<file path="config.mk">
export PLATFORM = sky130hd
export DESIGN_NAME = hsv_to_rgb_converter_core
export DESIGN_NICKNAME = d
export VERILOG_FILES = /design/src/hw/rtl/hsv2rgb_pkg.sv /design/src/hw/rtl/hsv_to_rgb_converter_core.sv /design/src/hw/rtl/hsv2rgb_sector.sv /design/src/hw/rtl/hsv2rgb_level.sv /design/src/hw/rtl/hsv2rgb_route.sv
export SDC_FILE = /design/constraint.sdc
export NUM_CORES = 1
export LEC_CHECK = 0
export ABC_AREA = 1
export CAP_MARGIN = 5
export CELL_PAD_IN_SITES_DETAIL_PLACEMENT = 1
export CELL_PAD_IN_SITES_GLOBAL_PLACEMENT = 1
export CORE_MARGIN = 2
export CORE_UTILIZATION = 51
export DETAILED_ROUTE_END_ITERATION = 8
export DONT_BUFFER_PORTS = 1
export PLACE_DENSITY = 0.87
export SYNTH_ARGS = -nofsm -noshare
export SYNTH_HDL_FRONTEND = slang
export SYNTH_HIERARCHICAL = 1
export SYNTH_SLANG_ARGS = --single-unit
</file>
<file path="constraint.sdc">
create_clock -name clk -period 7.6 [get_ports clk]
set_input_delay 1.52 -clock clk [delete_from_list [all_inputs] [get_ports clk]]
set_output_delay 1.52 -clock clk [all_outputs]
set_load 0.03 [all_outputs]
</file>
<file path="src/hw/rtl/hsv2rgb_pkg.sv">
// ----------------------------------------------------------------------------
// hsv2rgb_pkg
// Shared types, constants and helpers for the HSV to RGB conversion pipeline.
// ----------------------------------------------------------------------------
package hsv2rgb_pkg;

  localparam int unsigned HUE_TURN    = 360;
  localparam int unsigned SECTOR_SPAN = 60;
  localparam int unsigned LEVEL_MAX   = 255;

  // floor(hue / 360) estimate: (hue * RECIP) >> RECIP_SHIFT, low by at most one
  localparam int unsigned RECIP_SHIFT = 22;
  localparam int unsigned RECIP       = (1 << RECIP_SHIFT) / HUE_TURN;

  // 255 / 60 is exactly 17 / 4
  localparam int unsigned FRAC_NUM   = 17;
  localparam int unsigned FRAC_SHIFT = 2;

  typedef enum logic [2:0] {
    SEC_RED     = 3'd0,
    SEC_YELLOW  = 3'd1,
    SEC_GREEN   = 3'd2,
    SEC_CYAN    = 3'd3,
    SEC_BLUE    = 3'd4,
    SEC_MAGENTA = 3'd5
  } sector_t;

  // hue split and value side levels, leaving the hue stages
  typedef struct packed {
    sector_t    sector;
    logic [7:0] frac;
    logic [7:0] sat;
    logic [7:0] val;
    logic [7:0] p;
  } sect_t;

  // products waiting for the final scaling, leaving the level stages
  typedef struct packed {
    sector_t     sector;
    logic        grey;
    logic [7:0]  val;
    logic [7:0]  p;
    logic [15:0] mq;
    logic [15:0] mt;
  } lvl_t;

  // floor(x / 255), exact for every x below 65536 that a product of two bytes gives
  function automatic logic [7:0] div255(input logic [15:0] x);
    logic [15:0] sum;
    sum = x + {8'd0, x[15:8]} + 16'd1;
    return sum[15:8];
  endfunction

endpackage

</file>
<file path="src/hw/rtl/hsv_to_rgb_converter_core.sv">
// ----------------------------------------------------------------------------
// hsv_to_rgb_converter_core
// HSV to 8-bit RGB pixel converter, six-stage pipeline.
// ----------------------------------------------------------------------------
// Input channel: in_valid / in_stall with in_hue_degrees (degrees, any 16-bit
// value, wrapped modulo 360), in_saturation and in_brightness.
// Result channel: out_valid / out_stall with out_red, out_green, out_blue.
// An item moves on a rising edge where valid is high and stall is low.
// Pipeline: six register stages, the first of which loads at the accepting
// edge (hue wrap multiply, remainder, sector split, saturation products,
// value products, final scaling and routing); out_valid rises once the item
// has been loaded into the last of them.
// Throughput: one item per clock, sustained while out_stall stays low.
// When the receiver stalls, the result holds in the output register and the
// stages behind it keep filling until every stage holds an item; only then
// does in_stall rise, so empty stages are squeezed out and nothing is lost.
// Reset (rst_n low, synchronous) empties every stage; no item is in flight
// after it and out_valid is low. There is no configuration and no state
// carried from one item to the next.
// ----------------------------------------------------------------------------
module hsv_to_rgb_converter_core (
  input  logic        clk,
  input  logic        rst_n,
  input  logic        in_valid,
  output logic        in_stall,
  input  logic [15:0] in_hue_degrees,
  input  logic [7:0]  in_saturation,
  input  logic [7:0]  in_brightness,
  output logic        out_valid,
  input  logic        out_stall,
  output logic [7:0]  out_red,
  output logic [7:0]  out_green,
  output logic [7:0]  out_blue
);

  logic               sect_vld, sect_stall;
  hsv2rgb_pkg::sect_t sect_data;
  logic               lvl_vld, lvl_stall;
  hsv2rgb_pkg::lvl_t  lvl_data;

  hsv2rgb_sector u_sector (
    .clk     (clk),
    .rst_n   (rst_n),
    .vld_i   (in_valid),
    .hue_i   (in_hue_degrees),
    .sat_i   (in_saturation),
    .val_i   (in_brightness),
    .stall_o (in_stall),
    .vld_o   (sect_vld),
    .data_o  (sect_data),
    .stall_i (sect_stall)
  );

  hsv2rgb_level u_level (
    .clk     (clk),
    .rst_n   (rst_n),
    .vld_i   (sect_vld),
    .data_i  (sect_data),
    .stall_o (sect_stall),
    .vld_o   (lvl_vld),
    .data_o  (lvl_data),
    .stall_i (lvl_stall)
  );

  hsv2rgb_route u_route (
    .clk       (clk),
    .rst_n     (rst_n),
    .vld_i     (lvl_vld),
    .data_i    (lvl_data),
    .stall_o   (lvl_stall),
    .out_valid (out_valid),
    .out_red   (out_red),
    .out_green (out_green),
    .out_blue  (out_blue),
    .out_stall (out_stall)
  );

endmodule

</file>
<file path="src/hw/rtl/hsv2rgb_sector.sv">
// ----------------------------------------------------------------------------
// hsv2rgb_sector
// Three stages: hue modulo 360, sector and rescaled offset, plus the p level.
// ----------------------------------------------------------------------------
module hsv2rgb_sector (
  input  logic                clk,
  input  logic                rst_n,
  input  logic                vld_i,
  input  logic [15:0]         hue_i,
  input  logic [7:0]          sat_i,
  input  logic [7:0]          val_i,
  output logic                stall_o,
  output logic                vld_o,
  output hsv2rgb_pkg::sect_t  data_o,
  input  logic                stall_i
);

  // stage 1
  logic        vld1_r, vld1_nxt;
  logic [15:0] hue1_r;
  logic [7:0]  qest1_r, sat1_r, val1_r;
  logic [15:0] pm1_r;
  // stage 2
  logic        vld2_r, vld2_nxt;
  logic [8:0]  h2_r;
  logic [7:0]  sat2_r, val2_r, p2_r;
  // stage 3
  logic        vld3_r, vld3_nxt;
  hsv2rgb_pkg::sect_t s3_r;

  logic en1, en2, en3;

  logic [29:0] hue_prod;
  logic [16:0] qbase;
  logic [16:0] hdiff;
  logic [8:0]  h_mod;
  hsv2rgb_pkg::sector_t sec;
  logic [8:0]  sbase;
  logic [8:0]  offset;
  logic [9:0]  frac_prod;

  // a stage moves when it is empty or the next one moves
  assign en3     = !vld3_r || !stall_i;
  assign en2     = !vld2_r || en3;
  assign en1     = !vld1_r || en2;
  assign stall_o = !en1;

  assign vld1_nxt = en1 ? vld_i  : vld1_r;
  assign vld2_nxt = en2 ? vld1_r : vld2_r;
  assign vld3_nxt = en3 ? vld2_r : vld3_r;

  assign hue_prod = 30'(hue_i) * 30'(hsv2rgb_pkg::RECIP);

  always_ff @(posedge clk) begin
    if (!rst_n) begin
      vld1_r <= 1'b0;
      vld2_r <= 1'b0;
      vld3_r <= 1'b0;
    end else begin
      vld1_r <= vld1_nxt;
      vld2_r <= vld2_nxt;
      vld3_r <= vld3_nxt;
    end
  end

  always_ff @(posedge clk) begin
    if (en1) begin
      hue1_r  <= hue_i;
      qest1_r <= hue_prod[hsv2rgb_pkg::RECIP_SHIFT +: 8];
      sat1_r  <= sat_i;
      val1_r  <= val_i;
      pm1_r   <= 16'(val_i) * {8'd0, ~sat_i};
    end
  end

  // remainder from the quotient estimate, one correction step
  always_comb begin
    qbase = 17'(qest1_r) * 17'(hsv2rgb_pkg::HUE_TURN);
    hdiff = {1'b0, hue1_r} - qbase;
    if (hdiff >= 17'(hsv2rgb_pkg::HUE_TURN)) begin
      hdiff = hdiff - 17'(hsv2rgb_pkg::HUE_TURN);
    end
    h_mod = hdiff[8:0];
  end

  always_ff @(posedge clk) begin
    if (en2) begin
      h2_r   <= h_mod;
      sat2_r <= sat1_r;
      val2_r <= val1_r;
      p2_r   <= hsv2rgb_pkg::div255(pm1_r);
    end
  end

  always_comb begin
    priority if (h2_r >= 9'(5 * hsv2rgb_pkg::SECTOR_SPAN)) begin
      sec   = hsv2rgb_pkg::SEC_MAGENTA;
      sbase = 9'(5 * hsv2rgb_pkg::SECTOR_SPAN);
    end else if (h2_r >= 9'(4 * hsv2rgb_pkg::SECTOR_SPAN)) begin
      sec   = hsv2rgb_pkg::SEC_BLUE;
      sbase = 9'(4 * hsv2rgb_pkg::SECTOR_SPAN);
    end else if (h2_r >= 9'(3 * hsv2rgb_pkg::SECTOR_SPAN)) begin
      sec   = hsv2rgb_pkg::SEC_CYAN;
      sbase = 9'(3 * hsv2rgb_pkg::SECTOR_SPAN);
    end else if (h2_r >= 9'(2 * hsv2rgb_pkg::SECTOR_SPAN)) begin
      sec   = hsv2rgb_pkg::SEC_GREEN;
      sbase = 9'(2 * hsv2rgb_pkg::SECTOR_SPAN);
    end else if (h2_r >= 9'(hsv2rgb_pkg::SECTOR_SPAN)) begin
      sec   = hsv2rgb_pkg::SEC_YELLOW;
      sbase = 9'(hsv2rgb_pkg::SECTOR_SPAN);
    end else begin
      sec   = hsv2rgb_pkg::SEC_RED;
      sbase = 9'd0;
    end
    offset    = h2_r - sbase;
    frac_prod = 10'(offset[5:0]) * 10'(hsv2rgb_pkg::FRAC_NUM);
  end

  always_ff @(posedge clk) begin
    if (en3) begin
      s3_r.sector <= sec;
      s3_r.frac   <= 8'(frac_prod >> hsv2rgb_pkg::FRAC_SHIFT);
      s3_r.sat    <= sat2_r;
      s3_r.val    <= val2_r;
      s3_r.p      <= p2_r;
    end
  end

  assign vld_o  = vld3_r;
  assign data_o = s3_r;

  a_hue_wrapped: assert property (@(posedge clk) disable iff (!rst_n)
    vld2_r |-> h2_r < 9'(hsv2rgb_pkg::HUE_TURN))
    else $error("reduced hue out of range");

  a_frac_range: assert property (@(posedge clk) disable iff (!rst_n)
    vld3_r |-> s3_r.frac <= 8'(hsv2rgb_pkg::LEVEL_MAX - 5))
    else $error("sector offset rescale out of range");

endmodule

</file>
<file path="src/hw/rtl/hsv2rgb_level.sv">
// ----------------------------------------------------------------------------
// hsv2rgb_level
// Two stages: saturation products with the offset, then the value products.
// ----------------------------------------------------------------------------
module hsv2rgb_level (
  input  logic                clk,
  input  logic                rst_n,
  input  logic                vld_i,
  input  hsv2rgb_pkg::sect_t  data_i,
  output logic                stall_o,
  output logic                vld_o,
  output hsv2rgb_pkg::lvl_t   data_o,
  input  logic                stall_i
);

  logic        vld4_r, vld4_nxt;
  hsv2rgb_pkg::sector_t sec4_r;
  logic [7:0]  val4_r, p4_r;
  logic        grey4_r;
  logic [15:0] mf4_r, mg4_r;

  logic        vld5_r, vld5_nxt;
  hsv2rgb_pkg::lvl_t l5_r;

  logic en4, en5;
  logic [7:0] sf, sg;

  assign en5     = !vld5_r || !stall_i;
  assign en4     = !vld4_r || en5;
  assign stall_o = !en4;

  assign vld4_nxt = en4 ? vld_i  : vld4_r;
  assign vld5_nxt = en5 ? vld4_r : vld5_r;

  always_ff @(posedge clk) begin
    if (!rst_n) begin
      vld4_r <= 1'b0;
      vld5_r <= 1'b0;
    end else begin
      vld4_r <= vld4_nxt;
      vld5_r <= vld5_nxt;
    end
  end

  always_ff @(posedge clk) begin
    if (en4) begin
      sec4_r  <= data_i.sector;
      val4_r  <= data_i.val;
      p4_r    <= data_i.p;
      grey4_r <= (data_i.sat == 8'd0);
      mf4_r   <= 16'(data_i.sat) * 16'(data_i.frac);
      mg4_r   <= 16'(data_i.sat) * {8'd0, ~data_i.frac};
    end
  end

  assign sf = hsv2rgb_pkg::div255(mf4_r);
  assign sg = hsv2rgb_pkg::div255(mg4_r);

  always_ff @(posedge clk) begin
    if (en5) begin
      l5_r.sector <= sec4_r;
      l5_r.grey   <= grey4_r;
      l5_r.val    <= val4_r;
      l5_r.p      <= p4_r;
      l5_r.mq     <= 16'(val4_r) * {8'd0, ~sf};
      l5_r.mt     <= 16'(val4_r) * {8'd0, ~sg};
    end
  end

  assign vld_o  = vld5_r;
  assign data_o = l5_r;

  a_p_below_v: assert property (@(posedge clk) disable iff (!rst_n)
    vld5_r |-> l5_r.p <= l5_r.val)
    else $error("p level above value");

endmodule

</file>
<file path="src/hw/rtl/hsv2rgb_route.sv">
// ----------------------------------------------------------------------------
// hsv2rgb_route
// Output stage: final scaling of q and t, routing by sector (a grey item gives v
// on all three channels), result register.
module hsv2rgb_route (
  input  logic               clk,
  input  logic               rst_n,
  input  logic               vld_i,
  input  hsv2rgb_pkg::lvl_t  data_i,
  output logic               stall_o,
  output logic               out_valid,
  output logic [7:0]         out_red,
  output logic [7:0]         out_green,
  output logic [7:0]         out_blue,
  input  logic               out_stall
);

  logic       vld_r, vld_nxt;
  logic [7:0] red_r, green_r, blue_r;
  logic [7:0] red_nxt, green_nxt, blue_nxt;
  logic [7:0] q, t, v, p;
  logic       en;

  assign en      = !vld_r || !out_stall;
  assign stall_o = !en;
  assign vld_nxt = en ? vld_i : vld_r;

  assign q = hsv2rgb_pkg::div255(data_i.mq);
  assign t = hsv2rgb_pkg::div255(data_i.mt);
  assign v = data_i.val;
  assign p = data_i.p;

  always_comb begin
    if (data_i.grey) begin
      red_nxt   = v;
      green_nxt = v;
      blue_nxt  = v;
    end else begin
      unique case (data_i.sector)
        hsv2rgb_pkg::SEC_RED: begin
          red_nxt = v; green_nxt = t; blue_nxt = p;
        end
        hsv2rgb_pkg::SEC_YELLOW: begin
          red_nxt = q; green_nxt = v; blue_nxt = p;
        end
        hsv2rgb_pkg::SEC_GREEN: begin
          red_nxt = p; green_nxt = v; blue_nxt = t;
        end
        hsv2rgb_pkg::SEC_CYAN: begin
          red_nxt = p; green_nxt = q; blue_nxt = v;
        end
        hsv2rgb_pkg::SEC_BLUE: begin
          red_nxt = t; green_nxt = p; blue_nxt = v;
        end
        default: begin
          red_nxt = v; green_nxt = p; blue_nxt = q;
        end
      endcase
    end
  end

  always_ff @(posedge clk) begin
    if (!rst_n) begin
      vld_r <= 1'b0;
    end else begin
      vld_r <= vld_nxt;
    end
  end

  always_ff @(posedge clk) begin
    if (en) begin
      red_r   <= red_nxt;
      green_r <= green_nxt;
      blue_r  <= blue_nxt;
    end
  end

  assign out_valid = vld_r;
  assign out_red   = red_r;
  assign out_green = green_r;
  assign out_blue  = blue_r;

  a_load_valid: assert property (@(posedge clk) disable iff (!rst_n)
    en && vld_i |=> vld_r)
    else $error("item lost at output register");

  a_grey_equal: assert property (@(posedge clk) disable iff (!rst_n)
    en && vld_i && data_i.grey |=> red_r == green_r && green_r == blue_r)
    else $error("grey item with unequal channels");

endmodule
</file>
==> metrics.cfg <==
[drt]
drt_iter0_drc = 1139
met2WireLength_um = 39900
drt-pass1-iter-count = 5
route.detailed.drc = 0
vias = 21900
m1WireLength_um = 29800
met3_length_um = 3550
wirelength_um = 76500
routed_via_density = 5.55
top_layer = met5
wl_per_cell_um = 19.4
antenna_left = 0

[placement]
place_inst = 3880
gp_congestion = 0.897
hpwl_um = 61300
pre_cts_ws_ns = 1.82
io_buffers = 0

[clock_tree]
cts_buffers = 30
clkLatencyLatePin_ns = 0.60
clk_pin_slew_ns = 0.07
hold_buffers = 0
cts.sinks = 258
cts_root_buf = clkbuf_16
clock_path_buffers = 3
cts_tree = built
cts_max_level = 1
cts_setup_buffers = 0
cts-resized-gates = 0

[global_routing]
grt_usage = 0.281
grt_overflow = 0
antenna_found_initial = 1
grt_pass1_wl_um = 125000
grt_pass1_vias = 24800
grt_max_degree = 57

[setup_path]
rr_worst_depth = 20
critPathKind = in -> out
timing.critical_path.fanout_max = 37
cp-start-kind = primary input
slowest_stage = nor2_1
crit_arrival_ns = 4.26
required_ns = 6.08
path_common_cell = nor2_1
crit_chain = nand2_1, inv_1, nand2_2, nor2_1, nand2_1, buf_4, nor2_1, inv_1, buf_4, nor2_1
worstSetupEndpointType = output port
critPathMaxStageDelay_ns = 0.65

[timing]
finClkSkew_ns = 0.0203
hold_violations = 0
tightest_slew_ns = 1.08
finalCritPeriodShare = 0.761
fin_ws_ns = 1.82
finalSetupTns_ns = 0
max_freq_ghz = 0.173
rsz0062_at_grt = no
final.min_clock_period_ns = 5.78
setup-violations-final = 0
maxSlewHeadroom = 0.275
slew_violations = 0

[final_layout]
multi_input_area_sq_um = 16800
drive_gt1_frac = 0.0450
nets = 3842
register_area_sq_um = 7690
n_fill_cell = 6315
num_antenna_cells = 0
syn2layout_area_growth_pct = 6.73
layoutNonFillerInstCount = 3936

[synthesis]
ys_seq_elements = 258
synth_cells = 3222
synth_top_area_share = 0.277
ys.flop_type = edfxtp_1
avgSynthCellArea_sq_um = 8.48
ys_top_cells_by_count = 712 x inv_1, 675 x nand2_1, 344 x ha_1
ys.warnings.count = 6
async_reset_ff_frac = 0
syn-cell-area_sq_um = 27300
synth_area_leaders = edfxtp_1 28%, fa_1 17%, ha_1 16%, inv_1 9.8%, nand2_1 9.3%
synth_cell_type_count = 53
yosys.area.top_type = edfxtp_1
yosys.cell_count.top_type = inv_1
synth_nets = 3840
yosysSeqAreaShare = 0.281
synth_edf_count = 252

[floorplan]
io_pins = 62
coreArea_sq_um = 52800
initial_utilization = 0.518
num_rows = 84
die_h_um = 235
die-area_sq_um = 55500
die_x_um = 235

[worst_hold_path]
hold_path_class = reg -> reg
hold_depth = 0

[run_status]
status = finished clean

[job]
maxCapViolations = 0

[path summary, 6_finish.rpt]
path                 startpoint             endpoint  slack, ns
max                   out_stall             in_stall       1.82
min          u_sector/sat2_r[0]  u_sector/data_o[16]       0.41
max reg2reg   u_level/mg4_r[10]   u_level/data_o[11]       2.02
min reg2reg  u_sector/sat2_r[0]  u_sector/data_o[16]       0.41
[layout make-up]
| class | count | area share |
|---|---|---|
| repair buffers | 6 | 0.00154 |
| inverters | 721 | 0.0928 |
| clock inverters | 22 | 0.0108 |
| flip-flops and latches | 258 | 0.264 |
| well taps | 688 | 0.0295 |
| multi-input cells | 2207 | 0.576 |
| clock buffers | 34 | 0.0263 |
[layout by cell type (no fill, tap or decap), drive strengths merged, types with 3 or more instances in the layout]
cell type  netlist  layout
buf              3       6
xnor2           24      24
xor2            50      50
bufinv           0       6
nor2           297     297
a21boi          14      14
ha             344     344
clkinv           0       9
fa             238     238
clkinvlp         0       3
and2             8       8
a21o            15      15
dfxtp            6       6
inv            721     725
clkbuf          33      34
o21ai           46      46
nand3b          12      12
nor3            22      22
a21oi          157     157
a211oi           5       5
o21bai           6       6
o21a             6       6
nand3          195     195
a31oi           14      14
nand4           26      26
or2              6       6
nand2          710     710
edfxtp         252     252
[critical path: cells and delay by family]
family | cells | cell delay [ns]
buf+inv | 4 | 0.91
simple gates | 6 | 1.79
[registers in the layout, indices dropped and copies added (netlist names), 9 cells and up]
signal,flops
u_level/mg4_r,16
u_sector/hue1_r,16
u_level/mf4_r,16
u_level/data_o,52
u_sector/h2_r,9
u_sector/pm1_r,16
u_sector/data_o,35
[layer usage]
| metal | up-vias | GRT usage |
|---|---|---|
| met5 | - | 0 |
| met2 | 582 | 0.524 |
| met3 | 225 | 0.0416 |
| li1 | 10200 | - |
| met4 | 2 | 0.120 |
| met1 | 10800 | 0.317 |
[stage by stage]
step | util | area, sq um | hold slack, ns
6_report | 0.553 | 29200 | 0.408
5_1_grt | 0.553 | 29200 | 0.412
4_1_cts | 0.553 | 29200 | 0.409
3_5_place_dp | 0.532 | 28100 | 0.406
3_3_place_gp | 0.532 | 28100 | 0.401
2_1_floorplan | - | 27300 | 0.400
[cells by family after synthesis]
| kind of cell | Yosys count | synth area share |
|---|---|---|
| compound gates | 272 | 0.0569 |
| xor+xnor | 74 | 0.0237 |
| fa+ha+maj | 582 | 0.332 |
| buf+inv | 757 | 0.105 |
| flops | 258 | 0.281 |
| simple gates | 1279 | 0.202 |
Power is left out: the tool's default activity adds up to more than one toggle a clock period on the data nets, which glitch-free logic cannot reach.
